**src/rtl/core/apsp_pkg.sv**
```systemverilog
// shared constants, item types and codes for the all-pairs shortest path block
`timescale 1ns / 1ps

package apsp_pkg;

  localparam int MAX_VERTICES = 32;
  localparam int WEIGHT_BITS  = 16;
  localparam int IDX_W        = $clog2(MAX_VERTICES);
  localparam int CNT_W        = IDX_W + 1;
  localparam int ADDR_W       = 2 * IDX_W;
  localparam int CFG_W        = 6;

  localparam logic [WEIGHT_BITS-1:0] NO_EDGE    = '1;
  localparam logic [WEIGHT_BITS-1:0] MAX_FINITE = NO_EDGE - WEIGHT_BITS'(1);

  typedef enum logic [1:0] {
    REQ_WRITE = 2'd0,
    REQ_SOLVE = 2'd1,
    REQ_READ  = 2'd2
  } req_e;

  typedef enum logic [2:0] {
    ST_IDLE,
    ST_RDRSP,
    ST_IK_RD,
    ST_IK_CHK,
    ST_J_RD,
    ST_J_UPD,
    ST_DONE
  } state_e;

  typedef struct packed {
    logic [1:0]             req_type;
    logic [IDX_W-1:0]       row;
    logic [IDX_W-1:0]       col;
    logic [WEIGHT_BITS-1:0] weight;
  } in_item_t;

  typedef struct packed {
    logic [WEIGHT_BITS-1:0] distance;
    logic                   overflow;
    logic                   index_error;
  } out_item_t;

  typedef struct packed {
    logic                   we;
    logic [ADDR_W-1:0]      waddr;
    logic [WEIGHT_BITS-1:0] wdata;
    logic [ADDR_W-1:0]      raddr_a;
    logic [ADDR_W-1:0]      raddr_b;
  } mem_req_t;

  typedef struct packed {
    logic                   upd;
    logic [WEIGHT_BITS-1:0] value;
    logic                   ovf;
  } relax_t;

endpackage

```
**src/rtl/core/apsp_relax.sv**
```systemverilog
// shared relaxation unit: saturating add and compare against the current distance
`timescale 1ns / 1ps

module apsp_relax
  import apsp_pkg::*;
(
  input  logic [WEIGHT_BITS-1:0] ik_i,
  input  logic [WEIGHT_BITS-1:0] kj_i,
  input  logic [WEIGHT_BITS-1:0] ij_i,
  output relax_t                 res_o
);

  logic [WEIGHT_BITS:0]   sum;
  logic                   both_finite;
  logic                   sat;
  logic [WEIGHT_BITS-1:0] val;

  assign both_finite = (ik_i != NO_EDGE) && (kj_i != NO_EDGE);
  assign sum         = {1'b0, ik_i} + {1'b0, kj_i};
  assign sat         = sum >= {1'b0, NO_EDGE};
  assign val         = sat ? MAX_FINITE : sum[WEIGHT_BITS-1:0];

  assign res_o.value = val;
  assign res_o.ovf   = both_finite && sat;
  assign res_o.upd   = both_finite && (val < ij_i);

endmodule

```
**config.mk**
```make
export PLATFORM = sky130hd
export DESIGN_NAME = apsp_relax
export DESIGN_NICKNAME = d
export VERILOG_FILES = /design/src/rtl/core/apsp_pkg.sv /design/src/rtl/core/apsp_relax.sv
export SDC_FILE = /design/constraint.sdc
export NUM_CORES = 1
export LEC_CHECK = 0
export BUFFER_PORTS_ARGS = -buffer_cell sky130_fd_sc_hd__buf_2
export CELL_PAD_IN_SITES_DETAIL_PLACEMENT = 0
export CELL_PAD_IN_SITES_GLOBAL_PLACEMENT = 1
export CORE_UTILIZATION = 35
export DETAILED_ROUTE_END_ITERATION = 6
export GPL_TIMING_DRIVEN = 0
export PLACE_DENSITY = 0.87
export SETUP_SLACK_MARGIN = 0.3
export SYNTH_ARGS = -nofsm -noshare
export SYNTH_HDL_FRONTEND = slang
export SYNTH_SLANG_ARGS = --single-unit
export TNS_END_PERCENT = 30
```
**constraint.sdc**
```tcl
create_clock -name vclk -period 3.5
set_input_delay 0.175 -clock vclk [all_inputs]
set_output_delay 0.175 -clock vclk [all_outputs]
set_load 0.01 [all_outputs]
```
# == Word-level counts from Yosys, hierarchy flattened ==
# Cells that the tools add are included.
# op_classes
n_eq_ne,2
order_cmp,2
addsub,1
muxes,1
n_reduce_logical,3
# op_table
operator,count
$ne 16x16->1 const B,2
$add 16x16->17,1
$ge 17x16->1 const B,1
$lt 16x16->1,1
$mux 16,1
$logic_and 1x1->1,3
# word_totals
in_bits,48
reg_bits,0
wordCells,9

# == Longest topological paths before layout ==
# Gate-level depths: netlist (run 1).
# depth
ltp_word,5
depth_mapped,20
mapped_depth_nobuf,19

# == Least setup slack after synthesis (run 1) ==
# No wires, ideal clock.
# synth_path
kind,input -> output
from,input port ik_i[5]
to,output port res_o[17] in the netlist's numbering
path_buffers,1
path_stages,17
t_arrival_ps,3301
required_time_ps,3325
path_slack_ps,24
path_cell_list,ha_1 and2_1 or3_4 o221ai_1 a31oi_1 o211ai_1 and2_2 buf_6 o21ai_0 ha_1 a21oi_1 nor2b_1 o21ai_0 nand2_1 nor3_1 nand4_1 o21ai_1
# synth_lines
item,line_no,rtl
"start, declared",apsp_relax.sv:7,"input logic [WEIGHT_BITS-1:0] ik_i,"
"end, declared",apsp_relax.sv:10,output relax_t res_o

==> metrics.md, run 1 <==
| Metric | Value |
|---|---|
| Post-route DRC violation count | `0` |
| Mapped Nets | `between 200 and 300` |
| Crit path arrival time | `3330 ps` |
| Vias in the first global route | `between 1,500 and 2,000` |
| Max Fclk | `285 MHz` |
| Cell count after synthesis | `~200` |
| Cell leakage power | `around 1.1 nW` |
| Hold Slack | `741 ps` |
| Max cap viols | `0` |
| Via count | `1,834` |
| Failing checks | `negative setup slack` |
| Routability cong. | `0.815` |
| Post-Syn Area | `1470 sq um` |
| Global-route wire length before repair | `approximately 7200 um` |
| Post-layout minimum cycle time | `~3500 ps` |
| Cell Chain, Critical Path | `buf_2 -> ha_4 -> inv_1 -> fa_2 -> nand2b_4 -> a21oi_4 -> o221ai_4 -> a31oi_1 -> o211ai_1 -> and2_4 -> buf_8 -> buf_6 -> o21ai_4 -> ha_4 -> a21o_1 -> a21oi_2 -> nor2_2 -> nor3_2 -> nand4_1 -> o21ai_2 -> buf_2` |
| Tot GR Track Use | `19.9%` |
| Setup slack after layout | `-6.06 ps` |
| Setup-failing EPs final | `1` |
| Core Box Area | `4030 sq um` |
| Ys Warns | `0` |
| Clkbuf count | `0` |
| IO Count | `66` |
| Initial antenna violation count | `0` |
| Sw frac | `51.8%` |
| Total area of sequential cells | `0 sq um` |
| Seq/Total Area, Yosys | `0%` |
| Status | `finished, violations left` |
| Die height | `~67 um` |
| DR pass1 iterations | `4` |
| Die extent in x | `66.9 um` |
| Total grt overflow | `0` |
| Layout overhead on the synthesized area | `49.2%` |
| Crit-path max cell delay | `340 ps` |
| Min-Delay Path Class | `input port to output port` |
| WL/cell | `13.2 um` |
| Seq pwr share | `0%` |
| Seq Cell Count | `0` |
| Layout cells sized above 1 | `roughly two fifths` |
| Worst Path Required | `between 3000 and 4000 ps` |
| PortBufs | `66` |
| Final Cell Area | `roughly 2200 sq um` |
| Hold Fails Final Rpt | `0` |
| Int Pwr | `approximately 240 uW` |
| Final Net Count | `369` |
| Relative slew slack | `roughly 70%` |
| Avg Synthesized Cell Area | `7.23 sq um` |
| Routed Antenna Nets | `0` |
| Switching pwr | `around 260 uW` |
| # rows | `23` |
| Drt total wl | `4460 um` |
| Critical path class | `input port to output port` |
| Initial DRC Count | `46` |
| Hpwl dp | `around 3700 um` |
| CP endpoint kind | `output port` |
| Die Area | `between 4000 and 5000 sq um` |
| Yosys cell types | `48` |
| Hold Buf Count CTS | `0` |
| Comb pwr share | `100.0%` |
| RSZ-0062 raised after global routing | `yes` |
| Peak VDD IR | `0.0817 mV` |
| Largest net degree at the start of global routing | `9` |
| Worst Tran Pin Value | `between 400 and 500 ps` |
| Vias per inst | `approximately 5.4` |
| CP max-delay cell | `fa_2` |
| Clock network fraction of total power | `0%` |
| Worst setup SP type | `input port` |
| Critical path peak fanout | `8` |
| Dpl cell area | `a little under 2000 sq um` |
| Tcrit/Tclk final | `100%` |
| Fin. max-slew vios | `0` |
| Initial Util | `between 30 and 40%` |
| Ant diodes | `0` |
| Pwr dens | `roughly 230 nW/um^2` |
## layout by cell type (no fill, tap or decap), types with 4 or more instances in the layout
master,n
buf_2,64
ha_1,25
inv_1,23
nand4_1,15
buf_4,15
nand2_1,14
a21oi_1,14
nor2_1,9
nand2b_1,8
xnor2_1,6
o21ai_0,6
ha_4,6
a21o_1,5
nor3_1,4
a211oi_1,4
nand3_1,4
nor2b_1,4
buf_6,4
## power groups by stage
stage               Combinational, mW  Sequential, mW  Clock, mW
CTS                             0.468               0          0
global placement                0.416               0          0
global route                    0.553               0          0
detailed placement              0.421               0          0
floorplan                       0.296               0          0
finish                          0.497               0          0
## worst paths after layout
path              startpoint   endpoint  slack, ps  cells after the start
setup / recovery     ik_i[0]  res_o[17]         -6                     21
hold / removal       ij_i[0]  res_o[17]        740                      4
## per-stage QoR
step / TNS, ps / instances / utilization [%] / setup slack (ps) / power [mW]
after floorplan: 0 / 204 / - / 301 / 0.296
after global placement: -230 / 320 / 47.9 / -230 / 0.416
after detailed placement: -192 / 320 / 47.9 / -192 / 0.421
after CTS: 0 / 332 / 52.3 / 26.4 / 0.468
after global routing: -155 / 337 / 54.6 / -155 / 0.553
final: -6.06 / 337 / 54.6 / -6.06 / 0.497
## final cells by class
type / instances / area [sq um]
plain buffers: 1 / 15.0
repair buffers: 83 / 478
inverters: 23 / 86.3
fillers: 415 / 1830
multi-input cells: 180 / 1560
well taps: 50 / 62.6
## worst max-delay path, delay by kind of cell
family	cells	cell delay [ps]
AO/OA/AOI/OAI	8	1130
AND/OR/NAND/NOR	5	770
adder cells (fa/ha/maj)	3	690
buffers and inverters	5	560
## cell usage after synthesis, drive strengths merged, types with 4 or more instances
master / count / share of area, %
nor3: 6 / 2.4
a21oi: 18 / 6.9
nand4: 15 / 6.4
a211oi: 4 / 2.0
nor2b: 4 / 1.7
o21ai: 11 / 3.7
xnor2: 6 / 3.6
nand2b: 11 / 4.8
nand2: 14 / 3.6
nor2: 11 / 2.8
a21o: 5 / 2.5
ha: 31 / 26
nand3: 4 / 1.4
inv: 23 / 5.9
## metal layers
layer	vias up	part of all wire (%)	global-route usage (%)
met5	-	0	0
met4	0	0	0
met3	0	4.5	0.514
met2	50	50	37.8
met1	844	46	26.1
li1	940	-	-
## logic make-up (layout without fill, tap and decap cells)
logic type                 Yosys count  in the layout  synth area share, %
xor gates and xnor gates             9              9                 5.35
AOI/OAI and AO/OA                   57             57                 28.7
adders and majority gates           32             32                 27.7
and+or+nand+nor                     82             82                 31.7
buffers and inverters               24            107                 6.62
## timing repair
item,CTS,global route
hold endpoints to repair,0,0
endpoints found under the setup margin,1,1
setup buffers,12,5
pin swaps,17,12
cloned,0,0
gates resized for setup,15,9
No activity file was read; power rests on OpenSTA's default activity.
==> inputs of run 2 (changes only) <==
- clock period: 3.5 -> 3.9 ns (I/O delays scaled with it)
==> run 2 against run 1 <==
  * The flow now finishes without violations
  * Die area is the same
  * Worst setup slack improved by 440 ps
  * Global-route usage is 1.1 points lower
  * Core utilization fell by 1.2 points
  * Hold slack better by 15 ps
  * Cell count shrank 2.4%
  * Non-clock buffer count down 8
==> metrics.md, run 2 (synthesis results as in run 1) <==
| Metric | Value |
|---|---|
| Crit path arrival time | `3270 ps` |
| Vias in the first global route | `1,560` |
| FILL cells | `401` |
| Hold Buf Count CTS | `0` |
| Worst Tran Pin Value | `482 ps` |
| Routability cong. | `0.827` |
| Tcrit/Tclk final | `88.9%` |
| Post-route DRC violation count | `0` |
| Cell leakage power | `1.02 nW` |
| Hpwl dp | `between 3000 and 4000 um` |
| Dpl cell area | `1870 sq um` |
| Critical path class | `input port to output port` |
| Leading cell type in the layout, fill and taps excluded | `buf_2` |
| Initial DRC Count | `27` |
| Drt total wl | `4460 um` |
| Worst setup SP type | `input port` |
| Die extent in x | `66.9 um` |
| Setup slack after layout | `between 400 and 500 ps` |
| Post-layout minimum cycle time | `3470 ps` |
| Fin cells | `329` |
| Clkbuf count | `0` |
| Min-Delay Path Class | `input port to output port` |
| Area of the multi-input gates | `around 1600 sq um` |
| Pwr dens | `201 nW/um^2` |
| IO Count | `66` |
| Peak VDD IR | `0.0765 mV` |
| Pwr Total | `~430 uW` |
| Final Net Count | `361` |
| Initial antenna violation count | `0` |
| Met2 Track Usage GR | `33.8%` |
| Layout overhead on the synthesized area | `45.8%` |
| Via count | `approximately 1,800` |
| Ant diodes | `0` |
| Vias per inst | `5.45` |
| Global-route wire length before repair | `6830 um` |
| Status | `finished clean` |
| Die height | `66.9 um` |
| Max cap viols | `0` |
| Relative slew slack | `67.6%` |
| GRT busiest layer | `met2` |
| Max Fclk | `288 MHz` |
| Layout cells sized above 1 | `41.2%` |
| Util after Layout | `53.4%` |
| Worst slack, placed | `-81.6 ps` |
| Commonest cells after routing, fill and taps aside | `buf_2, ha_1, inv_1, nand4_1, nand2_1` |
| Fin. max-slew vios | `0` |
| Seq Cell Count | `0` |
| Critical path peak fanout | `4` |
| Final TNS setup | `0 ps` |
| Total grt overflow | `0` |
| Largest net degree at the start of global routing | `9` |
| CP endpoint kind | `output port` |
| Initial Util | `between 30% and 40%` |
| # rows | `23` |
| WL/cell | `13.6 um` |
| DR pass1 iterations | `4` |
| Routing usage on met3 | `less than 1%` |
| Hold Slack | `757 ps` |
| RSZ-0062 raised after global routing | `yes` |
| Core Box Area | `4030 sq um` |
| PortBufs | `66` |
| Post-Place Cells | `320` |
| Die Area | `4470 sq um` |
| Final Cell Area | `around 2100 sq um` |
| Met1 usage | `26.1%` |
| Routed Antenna Nets | `0` |
| Worst Path Required | `around 3700 ps` |
| Setup-failing EPs final | `0` |
| Tot GR Track Use | `18.9%` |
| Hold Fails Final Rpt | `0` |
| Total area of sequential cells | `0 sq um` |
-- run 2: cell count changes in the layout (fill, tap and decap cells not counted), moves of 2 or more --
cell,previous run,this run
ha_2,0,2
a21oi_2,3,5
buf_6,4,2
ha_1,25,23
a21oi_1,14,12
buf_4,15,9
-- run 2: final cells by class --
cell class,instances,share of cell area (%)
Timing Repair Buffer,75,19.1
Multi-Input combinational cell,180,73.3
Inverter,23,4.02
Tap cell,50,2.91
Buffer,1,0.698
-- run 2: power by group --
group	total [mW]	leakage [nW]	switching [mW]	internal, mW
Combinational	0.432	1.02	0.231	0.201
Clock	0	0	0	0
Sequential	0	0	0	0
Total	0.432	1.02	0.231	0.201
-- run 2: critical path: stages --
cell      delay, ps
buf_2           130
ha_4            240
and2_4          140
or3_4           350
o221ai_4        200
a31oi_1         100
o211ai_1        210
and2_4          220
buf_6           120
nand2b_4         50
ha_1            170
a21o_1          170
a21o_1          160
a21oi_2         110
nor2_1           60
nor3_2          260
nand4_1         120
o21ai_1         130
buf_2           140
-- run 2: timing repair --
action | 4_1_cts | 5_1_grt
buffers inserted | 6 | 3
pin swaps | 6 | 21
setup endpoints to repair | 1 | 1
resized for setup | 10 | 30
-- run 2: layer usage --
metal  up-vias  wire [um]  part of all wire [%]
met2        46       2170                    49
met4         0          0                     0
met1       816       2100                    47
li1        930          -                     -
met3         0        195                   4.4
met5         -          0                     0
-- run 2: worst paths after layout --
| kind | startpoint | end | slack [ps] | cells after the start |
|---|---|---|---|---|
| setup / recovery | kj_i[5] | res_o[17] | 430 | 19 |
| hold / removal | ij_i[0] | res_o[17] | 760 | 4 |
==> inputs of run 3 (changes only) <==
- ABC_AREA: not set -> 1
- CORE_UTILIZATION: 35 -> 36
- PLACE_DENSITY: 0.87 -> 0.91
- clock period: 3.9 -> 4.1 ns (I/O delays scaled with it)
==> run 3 against run 2 <==
  * Flip-flop and latch count unchanged
  * Sequential share of layout area stayed put
  * Core utilization decreased by 1.2 points
  * Worst setup slack improved by 31 ps
  * First-iteration DRC count rose to 2.9 times the previous value
  * Die area up 15%
  * Routed wire length grew 10%
  * Hold slack better by 89 ps
  * Synthesized area rose by 19%
  * Synthesized cell count rose by 63%
  * Via count grew 23%
  * Critical path type unchanged
==> metrics.md, run 3 <==
| Metric | Value |
|---|---|
| Initial Util | `between 30% and 40%` |
| Count leader, synth | `nand2_1` |
| Routability cong. | `approximately 0.8` |
| Relative slew slack | `62.7%` |
| Post-Place Cells | `between 400 and 500` |
| Final Net Count | `489` |
| Routed Antenna Nets | `0` |
| Post-route DRC violation count | `0` |
| Pwr dens | `166 nW/um^2` |
| Area leader, netlist | `nand2_1` |
| Die Area | `5160 sq um` |
| WL/cell | `10.4 um` |
| Hpwl dp | `4180 um` |
| Fin cells | `474` |
| Crit path arrival time | `3430 ps` |
| Critical Path Source | `kj_i[0]` |
| Drt total wl | `4910 um` |
| Leading cell type in the layout, fill and taps excluded | `nand2_1` |
| Synth area leaders | `nand2_1, ha_1, inv_1` |
| Worst Path Buf+Inv | `5` |
| Layout cells sized above 1 | `between 30% and 40%` |
| Vias in the first global route | `roughly 1,900` |
| Min-Delay Path Class | `input port to output port` |
| Tot GR Track Use | `18.4%` |
| Status | `finished clean` |
| Commonest cells after routing, fill and taps aside | `nand2_1, inv_1, buf_2, nand3_1, ha_1` |
| Synth top cells by count | `nand2_1, inv_1, ha_1, nand3_1, nor2_1` |
| CP endpoint kind | `output port` |
| Worst Tran Pin Value | `~550 ps` |
| Yosys cell types | `27` |
| Ys Warns | `0` |
| Hold Buf Count CTS | `0` |
| Mapped Nets | `413` |
| Cell Chain, Critical Path | `buf_8 -> ha_4 -> inv_2 -> fa_2 -> inv_2 -> nand3_2 -> nand2_4 -> nand2_4 -> nand2_4 -> nand2_2 -> nand2_1 -> nand2_1 -> nor3_2 -> nand3_1 -> o21a_2 -> buf_6 -> nand3_4 -> ha_4 -> a21oi_2 -> nand3b_1 -> a21oi_2 -> or4_4 -> a21oi_2 -> buf_2` |
| Seq Cell Count | `0` |
| Worst setup SP type | `input port` |
| Initial antenna violation count | `0` |
| Clkbuf count | `0` |
| Total area of sequential cells | `0 sq um` |
| Die extent in x | `71.9 um` |
| Dpl cell area | `2170 sq um` |
| Final TNS setup | `0 ps` |
| Post-layout minimum cycle time | `3640 ps` |
| Seq/Total Area, Yosys | `0%` |
| Layout overhead on the synthesized area | `40.1%` |
| Peak VDD IR | `0.0622 mV` |
| Die height | `71.9 um` |
| Fin. max-slew vios | `0` |
| Hold Slack | `846 ps` |
| Largest net degree at the start of global routing | `11` |
| Ant diodes | `0` |
| PortBufs | `66` |
| Critical path peak fanout | `8` |
| Vias per inst | `4.66` |
| Cell count after synthesis | `approximately 330` |
| Top cell type's share of synthesized area | `24.8%` |
| Total grt overflow | `0` |
| Tcrit/Tclk final | `between 80% and 90%` |
| CP max-delay cell | `or4_4` |
| Max cap viols | `0` |
| Worst Path Required | `3890 ps` |
| RSZ-0062 raised after global routing | `yes` |
| IO Count | `66` |
| Global-route wire length before repair | `7790 um` |
| Setup-failing EPs final | `0` |
| Post-Syn Area | `1760 sq um` |
| Max Fclk | `between 200 and 300 MHz` |
| # rows | `25` |
| DR pass1 iterations | `4` |
| Avg Synthesized Cell Area | `5.28 sq um` |
| Via count | `2,209` |
| Initial DRC Count | `78` |
| Crit-path max cell delay | `530 ps` |
| Core Box Area | `4720 sq um` |
| WHS Path Cells | `5` |
| Hold Fails Final Rpt | `0` |
| Levels on crit path | `24` |
| Critical Path End | `res_o[17]` |
| Final Cell Area | `between 2000 and 2500 sq um` |
| Critical path class | `input port to output port` |
| Cell leakage power | `1.45 nW` |
| Largest delay contributor family on the critical path | `simple AND/OR/NAND/NOR gates` |
run 3: metal layers:
metal  track usage [%]  vias to the layer above  share of wire [%]
met5                 0                        -                  0
met4             0.871                        0               0.39
met3                 0                        2                3.2
met2              36.0                       44                 50
met1              23.5                      959                 46
li1                  -                     1204                  -
run 3: worst min-delay path by stage:
stage,start,to,slack (ps)
after CTS,kj_i[0],res_o[1],890
final,ik_i[0],res_o[1],850
after global routing,kj_i[0],res_o[1],890
after floorplan,ik_i[8],res_o[0],700
after global placement,kj_i[0],res_o[1],920
after detailed placement,kj_i[0],res_o[1],920
run 3: power by group:
| part | switching, mW | internal [mW] |
|---|---|---|
| sequential | 0 | 0 |
| combinational | 0.235 | 0.173 |
| clock | 0 | 0 |
run 3: cell type report:
type               count  area [sq um]
repair buffers        74           407
plain buffers          1          11.3
multi-input cells    258          1680
fillers              480          2260
well taps             67          83.8
inverters             74           278
run 3: tightest hold or removal path, stage by stage:
cell	delay, ps
buf_6	80
ha_4	130
nand3_2	70
inv_1	50
buf_2	110
run 3: logic make-up after synthesis:
group                    synth area share, %
adder cells (fa/ha/maj)                 23.2
AO/OA/AOI/OAI                           6.70
buffers and inverters                   16.1
XOR/XNOR                               0.997
AND/OR/NAND/NOR                         53.0
run 3: repair_timing:
action | in CTS | in global routing
gates resized for setup | 9 | 45
gates cloned | 0 | 0
hold endpoints to repair | 0 | 0
pin swaps | 3 | 13
setup buffers | 2 | 6
setup endpoints to repair | 1 | 1
run 3: metrics by stage:
step | util, % | total power, mW | setup slack (ps)
final | 52.1 | 0.409 | 462
after global routing | 52.1 | 0.464 | 258
after CTS | 47.0 | 0.362 | 305
after detailed placement | 46.0 | 0.351 | 46.2
after global placement | 46.0 | 0.347 | 59.5
after floorplan | - | 0.244 | 540
