**config.mk**
```make
export PLATFORM = sky130hd
export DESIGN_NAME = apsp_ctrl
export DESIGN_NICKNAME = d
export VERILOG_FILES = /design/src/rtl/core/apsp_pkg.sv /design/src/rtl/core/apsp_ctrl.sv
export SDC_FILE = /design/constraint.sdc
export NUM_CORES = 1
export LEC_CHECK = 0
export BUFFER_PORTS_ARGS = -buffer_cell sky130_fd_sc_hd__clkbuf_2
export CAP_MARGIN = 0
export CORE_AREA = 4 4 102 104
export DETAILED_ROUTE_END_ITERATION = 7
export DIE_AREA = 0 0 106 108
export PLACE_DENSITY = 0.74
export SYNTH_ARGS = -nofsm -noshare
export SYNTH_HDL_FRONTEND = slang
export SYNTH_SLANG_ARGS = --single-unit
```
**constraint.sdc**
```tcl
create_clock -name clk_i -period 4.45 [get_ports clk_i]
set_input_delay 0.2225 -clock clk_i [delete_from_list [all_inputs] [get_ports clk_i]]
set_output_delay 0.2225 -clock clk_i [all_outputs]
set_load 0.01 [all_outputs]
```
**src/rtl/core/apsp_pkg.sv**
```systemverilog
// shared constants, item types and codes for the all-pairs shortest path block
`timescale 1ns / 1ps

package apsp_pkg;

  localparam int MAX_VERTICES = 32;
  localparam int WEIGHT_BITS  = 16;
  localparam int IDX_W        = $clog2(MAX_VERTICES);
  localparam int CNT_W        = IDX_W + 1;
  localparam int ADDR_W       = 2 * IDX_W;
  localparam int CFG_W        = 6;

  localparam logic [WEIGHT_BITS-1:0] NO_EDGE    = '1;
  localparam logic [WEIGHT_BITS-1:0] MAX_FINITE = NO_EDGE - WEIGHT_BITS'(1);

  typedef enum logic [1:0] {
    REQ_WRITE = 2'd0,
    REQ_SOLVE = 2'd1,
    REQ_READ  = 2'd2
  } req_e;

  typedef enum logic [2:0] {
    ST_IDLE,
    ST_RDRSP,
    ST_IK_RD,
    ST_IK_CHK,
    ST_J_RD,
    ST_J_UPD,
    ST_DONE
  } state_e;

  typedef struct packed {
    logic [1:0]             req_type;
    logic [IDX_W-1:0]       row;
    logic [IDX_W-1:0]       col;
    logic [WEIGHT_BITS-1:0] weight;
  } in_item_t;

  typedef struct packed {
    logic [WEIGHT_BITS-1:0] distance;
    logic                   overflow;
    logic                   index_error;
  } out_item_t;

  typedef struct packed {
    logic                   we;
    logic [ADDR_W-1:0]      waddr;
    logic [WEIGHT_BITS-1:0] wdata;
    logic [ADDR_W-1:0]      raddr_a;
    logic [ADDR_W-1:0]      raddr_b;
  } mem_req_t;

  typedef struct packed {
    logic                   upd;
    logic [WEIGHT_BITS-1:0] value;
    logic                   ovf;
  } relax_t;

endpackage

```
**src/rtl/core/apsp_ctrl.sv**
```systemverilog
// sequencer: item decode, k-i-j relaxation loop, result register and flags
`timescale 1ns / 1ps

module apsp_ctrl
  import apsp_pkg::*;
(
  input  logic                   clk_i,
  input  logic                   rst_ni,
  input  logic                   in_valid_i,
  output logic                   in_stall_o,
  input  in_item_t               in_item_i,
  output logic                   out_valid_o,
  input  logic                   out_stall_i,
  output out_item_t              out_item_o,
  input  logic                   cfg_we_i,
  input  logic [CFG_W-1:0]       cfg_data_i,
  output mem_req_t               mem_req_o,
  input  logic [WEIGHT_BITS-1:0] rdata_a_i,
  output logic [WEIGHT_BITS-1:0] ik_o,
  input  relax_t                 relax_i
);

  state_e                 state_q, state_d;
  logic [CFG_W-1:0]       n_used_q;
  logic [IDX_W-1:0]       k_q, k_d, i_q, i_d, j_q, j_d;
  logic [WEIGHT_BITS-1:0] ik_q, ik_d;
  logic                   ovf_q, ovf_d;
  logic                   out_valid_q, out_valid_d;
  out_item_t              out_item_q, out_item_d;

  logic [CNT_W-1:0] n_eff;
  logic             ready;
  logic             accept;
  logic             idx_ok;
  logic             last_k, last_i, last_j;

  assign n_eff  = (CNT_W'(n_used_q) > CNT_W'(MAX_VERTICES)) ? CNT_W'(MAX_VERTICES)
                                                              : CNT_W'(n_used_q);
  assign ready  = (state_q == ST_IDLE) && (!out_valid_q || !out_stall_i);
  assign accept = in_valid_i && ready;
  assign idx_ok = (CNT_W'(in_item_i.row) < n_eff) && (CNT_W'(in_item_i.col) < n_eff);
  assign last_k = (CNT_W'(k_q) + CNT_W'(1)) == n_eff;
  assign last_i = (CNT_W'(i_q) + CNT_W'(1)) == n_eff;
  assign last_j = (CNT_W'(j_q) + CNT_W'(1)) == n_eff;

  // next state
  always_comb begin
    state_d = state_q;
    unique case (state_q)
      ST_IDLE: begin
        if (accept) begin
          priority case (in_item_i.req_type)
            REQ_READ:  state_d = idx_ok ? ST_RDRSP : ST_IDLE;
            REQ_SOLVE: state_d = (n_eff != '0) ? ST_IK_RD : ST_IDLE;
            default:   state_d = ST_IDLE;
          endcase
        end
      end
      ST_RDRSP: state_d = ST_IDLE;
      ST_IK_RD: state_d = ST_IK_CHK;
      ST_IK_CHK: begin
        if (rdata_a_i != NO_EDGE) begin
          state_d = ST_J_RD;
        end else if (last_i && last_k) begin
          state_d = ST_DONE;
        end else begin
          state_d = ST_IK_RD;
        end
      end
      ST_J_RD: state_d = ST_J_UPD;
      ST_J_UPD: begin
        if (!last_j) begin
          state_d = ST_J_RD;
        end else if (last_i && last_k) begin
          state_d = ST_DONE;
        end else begin
          state_d = ST_IK_RD;
        end
      end
      ST_DONE: state_d = ST_IDLE;
      default: state_d = ST_IDLE;
    endcase
  end

  // outputs, counters and memory control
  always_comb begin
    in_stall_o        = !ready;
    mem_req_o.we      = 1'b0;
    mem_req_o.waddr   = {in_item_i.row, in_item_i.col};
    mem_req_o.wdata   = in_item_i.weight;
    mem_req_o.raddr_a = {in_item_i.row, in_item_i.col};
    mem_req_o.raddr_b = {i_q, j_q};
    k_d               = k_q;
    i_d               = i_q;
    j_d               = j_q;
    ik_d              = ik_q;
    ovf_d             = ovf_q;
    out_valid_d       = out_valid_q && out_stall_i;
    out_item_d        = out_item_q;

    unique case (state_q)
      ST_IDLE: begin
        if (accept) begin
          k_d = '0;
          i_d = '0;
          j_d = '0;
          out_item_d.distance    = '0;
          out_item_d.overflow    = ovf_q;
          out_item_d.index_error = 1'b0;
          priority case (in_item_i.req_type)
            REQ_WRITE: begin
              mem_req_o.we           = idx_ok;
              out_item_d.index_error = !idx_ok;
              out_valid_d            = 1'b1;
            end
            REQ_READ: begin
              out_item_d.index_error = !idx_ok;
              out_valid_d            = !idx_ok;
            end
            REQ_SOLVE: begin
              out_valid_d = (n_eff == '0);
            end
            default: begin
              out_valid_d = 1'b1;
            end
          endcase
        end
      end
      ST_RDRSP: begin
        out_item_d.distance    = rdata_a_i;
        out_item_d.overflow    = ovf_q;
        out_item_d.index_error = 1'b0;
        out_valid_d            = 1'b1;
      end
      ST_IK_RD: begin
        mem_req_o.raddr_a = {i_q, k_q};
      end
      ST_IK_CHK: begin
        ik_d = rdata_a_i;
        j_d  = '0;
        if (rdata_a_i == NO_EDGE) begin
          if (last_i) begin
            i_d = '0;
            k_d = k_q + IDX_W'(1);
          end else begin
            i_d = i_q + IDX_W'(1);
          end
        end
      end
      ST_J_RD: begin
        mem_req_o.raddr_a = {k_q, j_q};
        mem_req_o.raddr_b = {i_q, j_q};
      end
      ST_J_UPD: begin
        mem_req_o.we    = relax_i.upd;
        mem_req_o.waddr = {i_q, j_q};
        mem_req_o.wdata = relax_i.value;
        ovf_d           = ovf_q || relax_i.ovf;
        if (!last_j) begin
          j_d = j_q + IDX_W'(1);
        end else begin
          j_d = '0;
          if (last_i) begin
            i_d = '0;
            k_d = k_q + IDX_W'(1);
          end else begin
            i_d = i_q + IDX_W'(1);
          end
        end
      end
      ST_DONE: begin
        out_item_d.distance    = '0;
        out_item_d.overflow    = ovf_q;
        out_item_d.index_error = 1'b0;
        out_valid_d            = 1'b1;
      end
      default: begin
        out_valid_d = out_valid_q && out_stall_i;
      end
    endcase
  end

  always_ff @(posedge clk_i or negedge rst_ni) begin
    if (!rst_ni) begin
      state_q     <= ST_IDLE;
      n_used_q    <= CFG_W'(MAX_VERTICES);
      k_q         <= '0;
      i_q         <= '0;
      j_q         <= '0;
      ovf_q       <= 1'b0;
      out_valid_q <= 1'b0;
    end else begin
      state_q     <= state_d;
      k_q         <= k_d;
      i_q         <= i_d;
      j_q         <= j_d;
      ovf_q       <= ovf_d;
      out_valid_q <= out_valid_d;
      if (cfg_we_i) begin
        n_used_q <= cfg_data_i;
      end
    end
  end

  always_ff @(posedge clk_i) begin
    ik_q       <= ik_d;
    out_item_q <= out_item_d;
  end

  assign ik_o        = ik_q;
  assign out_valid_o = out_valid_q;
  assign out_item_o  = out_item_q;

`ifndef ASSERT_OFF
  a_busy_out_empty: assert property (@(posedge clk_i) disable iff (!rst_ni)
    (state_q != ST_IDLE) |-> !out_valid_q)
    else $error("result pending while a multi-cycle item is in progress");

  a_ovf_sticky: assert property (@(posedge clk_i) disable iff (!rst_ni)
    ovf_q |=> ovf_q)
    else $error("overflow flag cleared");

  a_idx_err_zero: assert property (@(posedge clk_i) disable iff (!rst_ni)
    (out_valid_q && out_item_q.index_error) |-> (out_item_q.distance == '0))
    else $error("index error with nonzero distance");

  a_cnt_range: assert property (@(posedge clk_i) disable iff (!rst_ni)
    (state_q == ST_J_UPD) |->
      ((CNT_W'(k_q) < n_eff) && (CNT_W'(i_q) < n_eff) && (CNT_W'(j_q) < n_eff)))
    else $error("loop counter beyond vertex count");
`endif

endmodule
```
Word-level counts from Yosys, hierarchy flattened
Index checks and enable logic that the tools add are counted.
{"block": "classes", "n_addsub": 6, "magnitude_cmp": 3, "eq_ne": 16, "mux": 31, "n_reduce_logical": 22}
{"operator": "one-hot mux 18 bit (3 select lines)", "n": 1}
{"operator": "one-hot mux 5 bit (3 select lines)", "n": 3}
{"operator": "2-to-1 mux 5 bit", "n": 8}
{"operator": "2-to-1 mux 26 bit", "n": 1}
{"operator": "one-hot mux 10 bit (2 select lines)", "n": 1}
{"operator": "adder 5 x 1 -> 6 bit, second input constant", "n": 3}
{"operator": "equality test 6 bit", "n": 3}
{"operator": "2-to-1 mux 18 bit", "n": 1}
{"operator": "equality test 16 bit, second input constant", "n": 1}
{"operator": "!= test 16 bit, second input constant", "n": 1}
{"operator": "adder 5 x 1 -> 5 bit, second input constant", "n": 3}
{"operator": "one-hot mux 3 bit (5 select lines)", "n": 1}
{"operator": "less-than comparator 5 x 6 -> 1 bit", "n": 2}
{"operator": "2-to-1 mux 3 bit", "n": 4}
{"operator": "equality test 3 bit, second input constant", "n": 3}
{"operator": "equality test 3 x 2 -> 1 bit, second input constant", "n": 2}
{"operator": "greater-than comparator 6 bit, second input constant", "n": 1}
{"operator": "zero test 6 bit", "n": 1}
{"operator": "2-to-1 mux 6 bit", "n": 1}
{"operator": "!= test 2 bit, second input constant", "n": 3}
{"operator": "one-hot mux 1 bit (2 select lines)", "n": 3}
{"operator": "nonzero test 3 bit", "n": 2}
{"operator": "nonzero test 6 bit", "n": 1}
{"operator": "logical AND 1 bit", "n": 5}
{"operator": "other kinds (13)", "n": 23}
{"block": "word_totals", "register_bits": 60, "in_bits": 73, "word_cells": 89}

Depth between registers and ports, before layout
Gate-level depths: netlist of the first run.
{"block": "logic_depth", "ltp_word": 8, "depth_mapped": 11}

Worst setup path before layout of the first run
OpenSTA, ideal clock, no wires.
{"block": "synth_path", "kind": "register to register", "from": "register i_q[0]", "to": "register i_q[3]", "setup_ns": 0.126, "t_arrival_ns": 2.074, "slack_ns": 2.250, "stages_incl_launch_ff": 9, "path_cell_list": "dfrtp_1 -> ha_1 -> nor4b_1 -> a31oi_1 -> o32ai_1 -> o21ai_2 -> o21ai_4 -> nor2_2 -> a221o_1"}
{"block": "synth_between", "elab_chain_len": 5}
{"element": "start, declared", "line": "apsp_ctrl.sv:25", "text": "logic [IDX_W-1:0] k_q, k_d, i_q, i_d, j_q, j_d;"}
{"element": "start signal, assigned", "line": "apsp_ctrl.sv:195", "text": "i_q <= i_d;"}
{"element": "adder 5 x 1 -> 6 bit", "line": "apsp_ctrl.sv:43", "text": "assign last_i = (CNT_W'(i_q) + CNT_W'(1)) == n_eff;"}
{"element": "equality test 6 bit", "line": "apsp_ctrl.sv:43"}
{"element": "2-to-1 mux 5 bit *", "line": "apsp_ctrl.sv:142, apsp_ctrl.sv:163"}
{"element": "2-to-1 mux 5 bit, on equally long branches", "line": "apsp_ctrl.sv:159, apsp_ctrl.sv:141"}
{"element": "one-hot mux 5 bit (3 select lines) *", "line": "apsp_ctrl.sv:101", "text": "unique case (state_q)"}
Mark *: on every way between the ends. The rest lies on a longest branch, timed or not. The select of a mux whose other input is x is not followed.
A chain may end at the register's enable or synchronous reset.

==> run_results.csv, run 1 <==
group,metric,value,unit
status,status,"completed",
pwr,peakVddDrop,0.195,mV
hold_path,hold_class,"in -> reg",
layout,syn2layout_area_growth,27.7,%
global_route,grt_max_degree,27,
layout,antenna_cells,0,
layout,layout.nets,597,
timing,fin_ws,1.26,ns
synth,synth_top_family_by_area,"simple AND/OR/NAND/NOR gates",
setup_path,r2r_cells,8,
pwr,power,2.09,mW
setup_path,worst-path-max-fanout,20,
synth,yosys.area_share.adder,0.0400,
hold_path,hp-start,"relax_i[0]",
setup_path,timing.critical_path.buf_inv,1,
layout,fin_area,4790,um2
layout,fill_cells,895,
synth,synth_xor_area_frac,0.0467,
layout,drive_above_1_share,0.417,
global_route,grt_pass1_vias,3331,
detailed_routing,drc,0,
clocking,cts_root_buf,"clkbuf_8",
clocking,clkLatencyLatePin,0.33,ns
clocking,clk_path_buf_depth,2,
placed_design,dpl.cell_count,633,
clocking,cts_tree,"done",
die,num_rows,36,
die,die_w,106,um
pwr,p_leak,2.19,nW
timing,setup_violations,0,
placed_design,dp_hpwl,8250,um
detailed_routing,wl_per_cell,16.5,um
die,initial_core_util,0.393,
synth,synth_area,3750,um2
placed_design,port_buffers,155,
hold_path,whs_path_depth,2,
timing,hold_violations,0,
setup_path,slowest_stage,"dfstp_2",
die,die_area,11400,um2
clocking,htree_levels,3,
timing,period_needed,3.19,ns
setup_path,cpPeakStageDelay,0.80,ns
setup_path,cp_data_required_time,4.23,ns
die,die-height,108,um
synth,synth_compound_area_frac,0.145,
pwr,power.density,436,nW/um2
clocking,postCtsSetupBuffers,0,
timing,rsz0062_at_grt,"no",
timing,timing.final.crit_share,0.717,
layout,stdcell_count,649,
placed_design,dpl_cell_area,4600,um2
detailed_routing,firstDrtPassIters,4,
detailed_routing,antenna_left,0,
timing,slew_viol_final,0,
synth,synth-async-reset-ratio,0.433,
synth,ys_ff_latch,60,
detailed_routing,wirelength,10700,um
timing,worst_slew_pin_slew,1.23,ns
setup_path,rr_endpoint,"out_valid_o$_DFF_PN0_",
timing,slew-limit-headroom,0.178,
clocking,clkSlewWorstSetupHoldPaths,0.07,ns
placed_design,place_ws,1.67,ns
synth,synth-simple-area-share,0.205,
detailed_routing,vias_per_cell,5.27,
global_route,grt_pass1_wl,17200,um
setup_path,worstSetupPathType,"reg -> out",
layout,final_util,0.502,
clocking,cts_resized,0,
setup_path,crit_family,"flip-flops",
clocking,numCtsBuffers,9,
job,drv_cap,0,
synth,ys_types,68,
setup_path,crit_path_end_kind,"primary output",
setup_path,path_cells,"nand2b_1, ha_1, a211oi_1, a31oi_1, nor3_1, a32o_1, clkbuf_2",
setup_path,start_kind,"flop",
setup_path,crit_path_start,"n_used_q[5]$_DFFE_PN1P_",
setup_path,worstReg2RegStart,"n_used_q[5]$_DFFE_PN1P_",
synth,ys_seq_area_frac,0.446,
timing,setup-tns-final,0,ns
synth,ys.flop_type,"edfxtp_1",
setup_path,worstPathArrival,2.97,ns
hold_path,whs_endpoint,"ovf_q$_DFFE_PN0P_",
detailed_routing,drt-initial-drc-count,227,
placed_design,gp_congestion,0.897,
detailed_routing,num_vias,3421,
synth,syn_nets,447,
global_route,antenna_found_initial,0,
synth,syn_inst,362,
synth,synth_edf_count,34,
timing,hold_ws,0.0913,ns
timing,fmax,0.314,GHz
clocking,cts_hold_buffers,1,
global_route,track_usage,0.188,
synth,synth_mux_area_frac,0.0760,
global_route,overflow,0,
setup_path,reg2reg_slack,1.73,ns
die,core,9550,um2
timing,clock-skew-final,0.00873,ns
die,pin_count,156,
synth,avgSynthCellArea,10.4,um2
clocking,cts.sinks,60,
synth,yosys_warnings,0,
## placed cells by master (no fill, tap or decap), types with 2 or more instances in the layout
| master | netlist | final |
|---|---|---|
| a21o_1 | 2 | 2 |
| a21oi_1 | 3 | 3 |
| a221o_1 | 2 | 2 |
| a22o_1 | 3 | 3 |
| a22oi_1 | 10 | 10 |
| a31o_1 | 3 | 3 |
| a31oi_1 | 6 | 6 |
| a32o_1 | 2 | 2 |
| and2_1 | 18 | 18 |
| and3_1 | 4 | 4 |
| buf_4 | 3 | 2 |
| clkbuf_2 | 1 | 155 |
| clkbuf_8 | 0 | 9 |
| clkinv_2 | 0 | 3 |
| dfrtp_1 | 25 | 25 |
| edfxtp_1 | 34 | 34 |
| ha_1 | 12 | 12 |
| inv_1 | 11 | 11 |
| mux2_2 | 24 | 24 |
| nand2_1 | 47 | 47 |
| nand2b_1 | 5 | 5 |
| nand3_1 | 15 | 15 |
| nand4_1 | 8 | 8 |
| nor2_1 | 15 | 15 |
| nor2b_4 | 2 | 2 |
| nor3_1 | 6 | 6 |
| nor4_1 | 3 | 3 |
| nor4b_1 | 2 | 2 |
| o21ai_0 | 24 | 24 |
| or3b_1 | 2 | 2 |
| xnor2_1 | 13 | 13 |
| xor2_1 | 7 | 7 |
## layout make-up
class                      instances  area, um2  area share
inverter                          11       41.3     0.00862
multi-input combinational        272       1930       0.403
clock buffer                       9        124      0.0258
clock inverter                     6       56.3      0.0117
timing repair buffer             158        801       0.167
tap                              133        166      0.0347
sequential                        60       1670       0.349
## how the worst max path moves through the flow
stage                                     to  slack [ns]  depth (start not counted)
final                          mem_req_o[46]        1.26                          7
after global routing           mem_req_o[27]        1.08                          4
after CTS                      mem_req_o[46]        1.29                          7
after detailed placement       mem_req_o[46]        1.67                          7
after global placement         mem_req_o[46]        1.73                          7
after floorplan           i_q[3]$_DFFE_PN0P_        2.25                          8
## Yosys cell counts (all sizes together), types with 2 or more instances
cell	n	area [um2]
a22oi	10	75.1
nand2b	6	45.0
a21oi	3	15.0
xor2	7	61.3
o21ai	26	145
and2	19	121
ha	12	150
a31o	4	35.0
edfxtp	34	1020
a31oi	6	37.5
nor2b	4	42.6
nand4	8	50.1
a211oi	2	20.0
a221o	2	20.0
o41ai	2	25.0
buf	10	80.1
dfrtp	25	626
nor4b	2	17.5
nand2	48	188
mux2	25	285
xnor2	13	114
nor4	3	18.8
a21o	2	15.0
nor3	8	50.1
a32o	2	20.0
a22o	3	26.3
and2b	2	17.5
or3b	2	17.5
nand3	15	75.1
inv	11	41.3
and3	4	25.0
clkbuf	9	35.0
a41o	2	21.3
and4	2	20.0
nor2	16	62.6
## flip-flops by register name (all words and copies together), names as in the netlist
name         count
out_item_o      18
ik_o            16
n_used_q         6
i_q              5
j_q              5
k_q              5
state_q          3
out_valid_o      1
ovf_q            1
## report_power, final
part	switching, mW	internal [mW]	leakage [nW]	total [mW]
combinational	0.477	0.307	1.44	0.784
clock	0.212	0.250	0.0923	0.462
sequential	0.0945	0.747	0.662	0.842
total	0.783	1.31	2.19	2.09
## metal layers
metal | GRT usage | routed length, um
met1 | 0.263 | 4680
met2 | 0.294 | 4910
met3 | 0.0478 | 1010
met4 | 0.0472 | 118
met5 | 0 | 0
## cells by family (layout without fill, tap and decap cells)
logic type / Yosys count / after routing
and+or+nand+nor: 142 / 142
DFF: 60 / 60
xor gates and xnor gates: 20 / 20
adders and majority gates: 12 / 12
muxes: 25 / 25
AOI/OAI and AO/OA: 73 / 73
buffers and inverters: 30 / 184
Note: power is estimated with default switching activity, not from simulation.
==> run 2: changes to the inputs <==
--- a/config.mk
+++ b/config.mk
@@ -10,7 +10,7 @@
 export CORE_AREA = 4 4 102 104
 export DETAILED_ROUTE_END_ITERATION = 7
 export DIE_AREA = 0 0 106 108
-export PLACE_DENSITY = 0.74
+export PLACE_DENSITY = 0.76
 export SYNTH_ARGS = -nofsm -noshare
 export SYNTH_HDL_FRONTEND = slang
 export SYNTH_SLANG_ARGS = --single-unit
==> constraint.sdc (replaced) <==
create_clock -name clk_i -period 2.9 [get_ports clk_i]
set_input_delay 0.145 -clock clk_i [delete_from_list [all_inputs] [get_ports clk_i]]
set_output_delay 0.145 -clock clk_i [all_outputs]
set_load 0.01 [all_outputs]
==> run 2 against run 1 <==
Flip-flop and latch count unchanged. Die area unchanged. Highest routed layer unchanged. Final cell count rose by 0.77%. Via count up 2.6%. First-iteration DRC count up 16%. Utilization is 0.89 points higher. Critical path depth is 2 lower. Critical path type unchanged. Final area grew 1.8%. Count of clock-buffer cells in the layout unchanged.
==> run_results.csv, run 2 (same netlist as run 1, synthesis figures left out) <==
group,metric,value,unit
setup_path,critPathMostFrequentCell,"o21ai_0",
detailed_routing,firstDrtPassIters,5,
setup_path,worst-path-max-fanout,15,
hold_path,hold_class,"in -> reg",
timing,setup_violations,0,
clocking,htree_levels,3,
global_route,grt_pass1_vias,3446,
setup_path,worstPathArrival,2.59,ns
setup_path,timing.critical_path.buf_inv,1,
timing,worst_slew_pin_slew,1.25,ns
timing,period_needed,2.74,ns
layout,fill_cells,886,
layout,final_common_cell,"clkbuf_2",
job,drv_cap,0,
pwr,p_leak,2.23,nW
layout,drive_above_1_share,0.418,
setup_path,path_cells,"and2b_4, o21ai_0, nand2_1, o21ai_0, clkbuf_2",
layout,stdcell_count,654,
die,die_w,106,um
setup_path,start_kind,"flop",
timing,setup-tns-final,0,ns
clocking,cts_root_buf,"clkbuf_8",
setup_path,crit_family,"compound AO/OA/AOI/OAI gates",
setup_path,worstSetupPathType,"reg -> out",
detailed_routing,drc,0,
timing,slew-limit-headroom,0.159,
clocking,postCtsSetupBuffers,0,
global_route,overflow,0,
global_route,antenna_found_initial,0,
detailed_routing,wirelength,10900,um
detailed_routing,wl_per_cell,16.7,um
timing,hold_ws,0.0204,ns
die,die-height,108,um
clocking,cts_tree,"done",
timing,timing.final.crit_share,0.944,
detailed_routing,antenna_left,0,
pwr,peakVddDrop,0.262,mV
layout,most-common-layout-cells,"155 x clkbuf_2, 47 x nand2_1, 34 x edfxtp_1",
timing,slew_viol_final,0,
placed_design,dp_hpwl,8460,um
clocking,clkSlewWorstSetupHoldPaths,0.06,ns
clocking,cts.sinks,60,
placed_design,place_ws,0.432,ns
setup_path,crit_path_end_kind,"primary output",
placed_design,gp_congestion,0.910,
timing,hold_violations,0,
die,num_rows,36,
setup_path,cpPeakStageDelay,0.98,ns
detailed_routing,drt-initial-drc-count,263,
status,status,"completed",
placed_design,dpl.cell_count,636,
pwr,power.density,677,nW/um2
clocking,clkLatencyLatePin,0.33,ns
timing,clock-skew-final,0.00904,ns
setup_path,slowest_stage,"o21ai_0",
global_route,track_usage,0.189,
pwr,power,3.30,mW
detailed_routing,num_vias,3511,
layout,antenna_cells,0,
detailed_routing,vias_per_cell,5.37,
die,pin_count,156,
setup_path,cp_data_required_time,2.76,ns
timing,rsz0062_at_grt,"no",
timing,fin_ws,0.163,ns
die,die_area,11400,um2
clocking,numCtsBuffers,9,
layout,largest_register_ffs,18,
layout,layout.nets,602,
global_route,grt_pass1_wl,17300,um
layout,syn2layout_area_growth,29.9,%
placed_design,port_buffers,155,
die,core,9550,um2
global_route,grt_max_degree,27,
clocking,clk_path_buf_depth,2,
die,initial_core_util,0.393,
timing,fmax,0.365,GHz
## run 2: metal layers
| metal | global-route usage | vias to the layer above | routed length [um] |
|---|---|---|---|
| li1 | - | 1636 | - |
| met1 | 0.246 | 1675 | 4830 |
| met2 | 0.305 | 177 | 5080 |
| met3 | 0.0454 | 23 | 740 |
| met4 | 0.0749 | 0 | 267 |
| met5 | 0 | - | 0 |
## run 2: layout make-up
| cell class | count | area, um2 | share of cell area |
|---|---|---|---|
| multi-input combinational | 272 | 1930 | 0.396 |
| sequential | 60 | 1680 | 0.344 |
| timing repair buffer | 163 | 856 | 0.175 |
| tap | 133 | 166 | 0.0341 |
| clock buffer | 9 | 124 | 0.0254 |
| clock inverter | 6 | 80.1 | 0.0164 |
| inverter | 11 | 41.3 | 0.00847 |
## run 2: path summary, 6_finish.rpt
kind	start	end	slack [ns]	cells past startpoint
worst max-delay path	state_q[1]$_DFFE_PN0P_	mem_req_o[11]	0.16	5
worst min-delay path	relax_i[0]	ovf_q$_DFFE_PN0P_	0.02	2
worst max register to register	i_q[0]$_DFFE_PN0P_	i_q[3]$_DFFE_PN0P_	0.47	7
worst min register to register	ovf_q$_DFFE_PN0P_	out_item_o[1]$_DFFE_PP_	0.45	0
max in group asynchronous	rst_ni	j_q[0]$_DFFE_PN0P_	2.10	2
min in group asynchronous	rst_ni	n_used_q[4]$_DFFE_PN0P_	0.37	2
## run 2: where the power goes
part,internal (mW),switching (mW),total (mW)
logic,0.485,0.732,1.22
registers,1.15,0.147,1.29
clock network,0.471,0.321,0.792
total,2.10,1.20,3.30
## run 2: per-stage QoR
stage | utilization | cell area (um2)
3_5_place_dp | 0.486 | 4640
6_report | 0.511 | 4880
4_1_cts | 0.510 | 4870
3_3_place_gp | 0.486 | 4640
2_1_floorplan | - | 3750
5_1_grt | 0.511 | 4880
## run 2: repair_timing
item                       4_1_cts  5_1_grt
hold endpoints to repair        27        0
setup endpoints to repair        0        1
resized for setup                0        2
hold buffers                     3        0
==> run 3: changes to the inputs <==
--- a/config.mk
+++ b/config.mk
@@ -5,11 +5,13 @@
 export SDC_FILE = /design/constraint.sdc
 export NUM_CORES = 1
 export LEC_CHECK = 0
+export ABC_AREA = 1
 export BUFFER_PORTS_ARGS = -buffer_cell sky130_fd_sc_hd__clkbuf_2
 export CAP_MARGIN = 0
-export CORE_AREA = 4 4 102 104
+export CORE_AREA = 4 4 103 105
+export CTS_CLUSTER_SIZE = 16
 export DETAILED_ROUTE_END_ITERATION = 7
-export DIE_AREA = 0 0 106 108
+export DIE_AREA = 0 0 107 109
 export PLACE_DENSITY = 0.76
 export SYNTH_ARGS = -nofsm -noshare
 export SYNTH_HDL_FRONTEND = slang
==> run 3 against run 2 <==
Worst setup slack better by 0.15 ns. Critical path depth up 6. Count of clock-buffer cells in the layout is 2 higher. Register-to-register slack better by 0.20 ns. Sequential power fell by 5%. Worst hold slack lost 0.011 ns. Critical path type unchanged. Critical endpoint is now mem_req_o[46]. Largest cell class unchanged. Largest power group is now combinational cells. Highest routed layer unchanged.
==> run_results.csv, run 3 <==
group,metric,value,unit
status,status,"completed",
timing,slew-limit-headroom,0.464,
timing,rsz0062_at_grt,"no",
die,die_w,107,um
detailed_routing,drc,0,
synth,avgSynthCellArea,7.95,um2
layout,drive_above_1_share,0.316,
clocking,numCtsBuffers,9,
clocking,htree_levels,3,
timing,worst_slew_pin_slew,0.801,ns
clocking,clk_path_buf_depth,2,
setup_path,worstSetupPathType,"reg -> out",
global_route,overflow,0,
detailed_routing,antenna_left,0,
layout,most-common-layout-cells,"155 x clkbuf_2, 148 x nand2_1, 55 x inv_1",
synth,syn_nets,562,
synth,syn_inst,477,
layout,final_util,0.509,
global_route,antenna_found_initial,0,
global_route,grt_pass1_wl,17800,um
layout,fill_cells,977,
synth,synth_edf_count,34,
setup_path,cp_data_required_time,2.76,ns
detailed_routing,wl_per_cell,15.0,um
synth,synthTopCellsByArea,"edfxtp_1 27%, dfrtp_1 16%, nand2_1 15%",
detailed_routing,drt-initial-drc-count,244,
setup_path,worstPathArrival,2.44,ns
synth,yosys_warnings,0,
synth,synth_most_common_cell,"nand2_1",
die,pin_count,156,
placed_design,dpl.cell_count,758,
die,core,9640,um2
detailed_routing,vias_per_cell,4.96,
timing,timing.final.crit_share,0.893,
pwr,power.density,645,nW/um2
pwr,power.switching,1.27,mW
pwr,pwr-share-comb,0.403,
detailed_routing,firstDrtPassIters,5,
synth,synth-async-reset-ratio,0.433,
detailed_routing,wirelength,11600,um
die,initial_core_util,0.393,
synth,ys.flop_type,"edfxtp_1",
synth,synth_common_cells,"148 x nand2_1, 55 x inv_1, 51 x nor2_1, 34 x edfxtp_1, 30 x nand3_1",
clocking,cts.sinks,60,
synth,synth_area,3790,um2
placed_design,dp_hpwl,9390,um
pwr,seq_power_share,0.388,
timing,fmax,0.386,GHz
global_route,track_usage,0.194,
die,num_rows,36,
layout,largest_register_ffs,18,
layout,final_common_cell,"clkbuf_2",
global_route,grt_max_degree,29,
pwr,netSwitchingFraction,0.400,
synth,synth_top_area_cell,"edfxtp_1",
hold_path,hold_class,"in -> reg",
detailed_routing,num_vias,3849,
pwr,internal_power,1.90,mW
layout,syn2layout_area_growth,29.4,%
timing,setup-tns-final,0,ns
timing,hold_violations,0,
clocking,cts_tree,"done",
layout,layout.nets,723,
setup_path,worst-path-max-fanout,8,
placed_design,port_buffers,155,
synth,ys_seq_area_frac,0.441,
clocking,clkSlewWorstSetupHoldPaths,0.07,ns
layout,stdcell_count,776,
synth,yosysTopAreaCellShare,0.269,
timing,slew_viol_final,0,
timing,setup_violations,0,
timing,clock-skew-final,0.00784,ns
clocking,clkLatencyLatePin,0.34,ns
pwr,p_leak,2.55,nW
die,die_area,11700,um2
setup_path,start_kind,"flop",
clocking,cts_root_buf,"clkbuf_8",
synth,ys_ff_latch,60,
pwr,peakVddDrop,0.245,mV
placed_design,gp_congestion,0.978,
timing,period_needed,2.59,ns
die,die-height,109,um
global_route,grt_pass1_vias,3717,
job,drv_cap,0,
synth,ys_types,38,
pwr,p_clk_frac,0.210,
setup_path,crit_path_end_kind,"primary output",
layout,antenna_cells,0,
## run 3: cell types whose count changed after synthesis, moves of 10 or more
cell	change
nand2_1	+101
inv_1	+44
nor2_1	+36
mux2_2	-21
and2_1	-18
nand3_1	+15
xnor2_1	-13
a22oi_1	-10
## run 3: power groups by stage
stage,Clock [mW],Combinational (mW),Sequential (mW)
after floorplan,0,0.705,1.32
after global placement,0,1.25,1.24
after detailed placement,0,1.27,1.24
after CTS,0.682,1.28,1.23
after global routing,0.728,1.40,1.25
final,0.665,1.28,1.23
## run 3: repair_timing
item,CTS,global route
setup endpoints to repair,0,4
hold endpoints to repair,26,0
setup buffers,0,0
gates resized for setup,0,2
hold buffers,2,0
## run 3: area by class of cell
class	instances	area (um2)	share of cell area
clock buffers	11	141	0.0288
repair buffers	160	818	0.167
clock inverters	5	28.8	0.00586
flip-flops and latches	60	1670	0.341
multi-input cells	346	1850	0.376
inverters	61	234	0.0477
well taps	133	166	0.0339
## run 3: critical path, cell delays in order (launching register included)
cell and delay (ns):
dfstp_2 0.61, nor2_2 0.10, inv_1 0.14, ha_1 0.27, nand3_1 0.08, nand2_1 0.05, a31oi_1 0.16, nand2_1 0.07
nor2_1 0.13, nand3_1 0.15, o21ai_0 0.17, clkbuf_2 0.16
## run 3: metrics by stage
stage	hold slack (ns)	instance area [um2]	worst slack (ns)	total power, mW
after detailed placement	0.226	4710	0.587	2.52
after global placement	0.212	4710	0.678	2.49
after global routing	0.00633	4910	0.0722	3.37
final	0.00974	4910	0.311	3.17
after CTS	0.000873	4900	0.212	3.19
after floorplan	-0.151	3790	0.356	2.02
## run 3: kinds of logic (layout without fill, tap and decap cells)
logic type / Yosys count / after routing / synth area share
xor gates and xnor gates: 6 / 6 / 0.0139
buffers and inverters: 71 / 237 / 0.0729
AOI/OAI and AO/OA: 53 / 53 / 0.0861
and+or+nand+nor: 272 / 272 / 0.338
muxes: 3 / 3 / 0.00891
DFF: 60 / 60 / 0.441
adders and majority gates: 12 / 12 / 0.0396
## run 3: routing by layer
metal	vias to the layer above	GRT usage	part of all wire
met3	26	0.0403	0.070
met2	173	0.338	0.49
met5	-	0	0
met1	1753	0.238	0.41
li1	1897	-	-
met4	0	0.0749	0.029
## run 3: final timing paths
check | start | to | slack [ns] | cells past startpoint
max reg2reg | n_used_q[2]$_DFFE_PN0P_ | k_q[1]$_DFFE_PN0P_ | 0.67 | 12
max | n_used_q[5]$_DFFE_PN1P_ | mem_req_o[46] | 0.31 | 11
max in group asynchronous | rst_ni | j_q[0]$_DFFE_PN0P_ | 2.06 | 2
min | relax_i[0] | ovf_q$_DFFE_PN0P_ | 0.01 | 2
min in group asynchronous | rst_ni | i_q[0]$_DFFE_PN0P_ | 0.39 | 2
min reg2reg | ovf_q$_DFFE_PN0P_ | out_item_o[1]$_DFFE_PP_ | 0.46 | 0
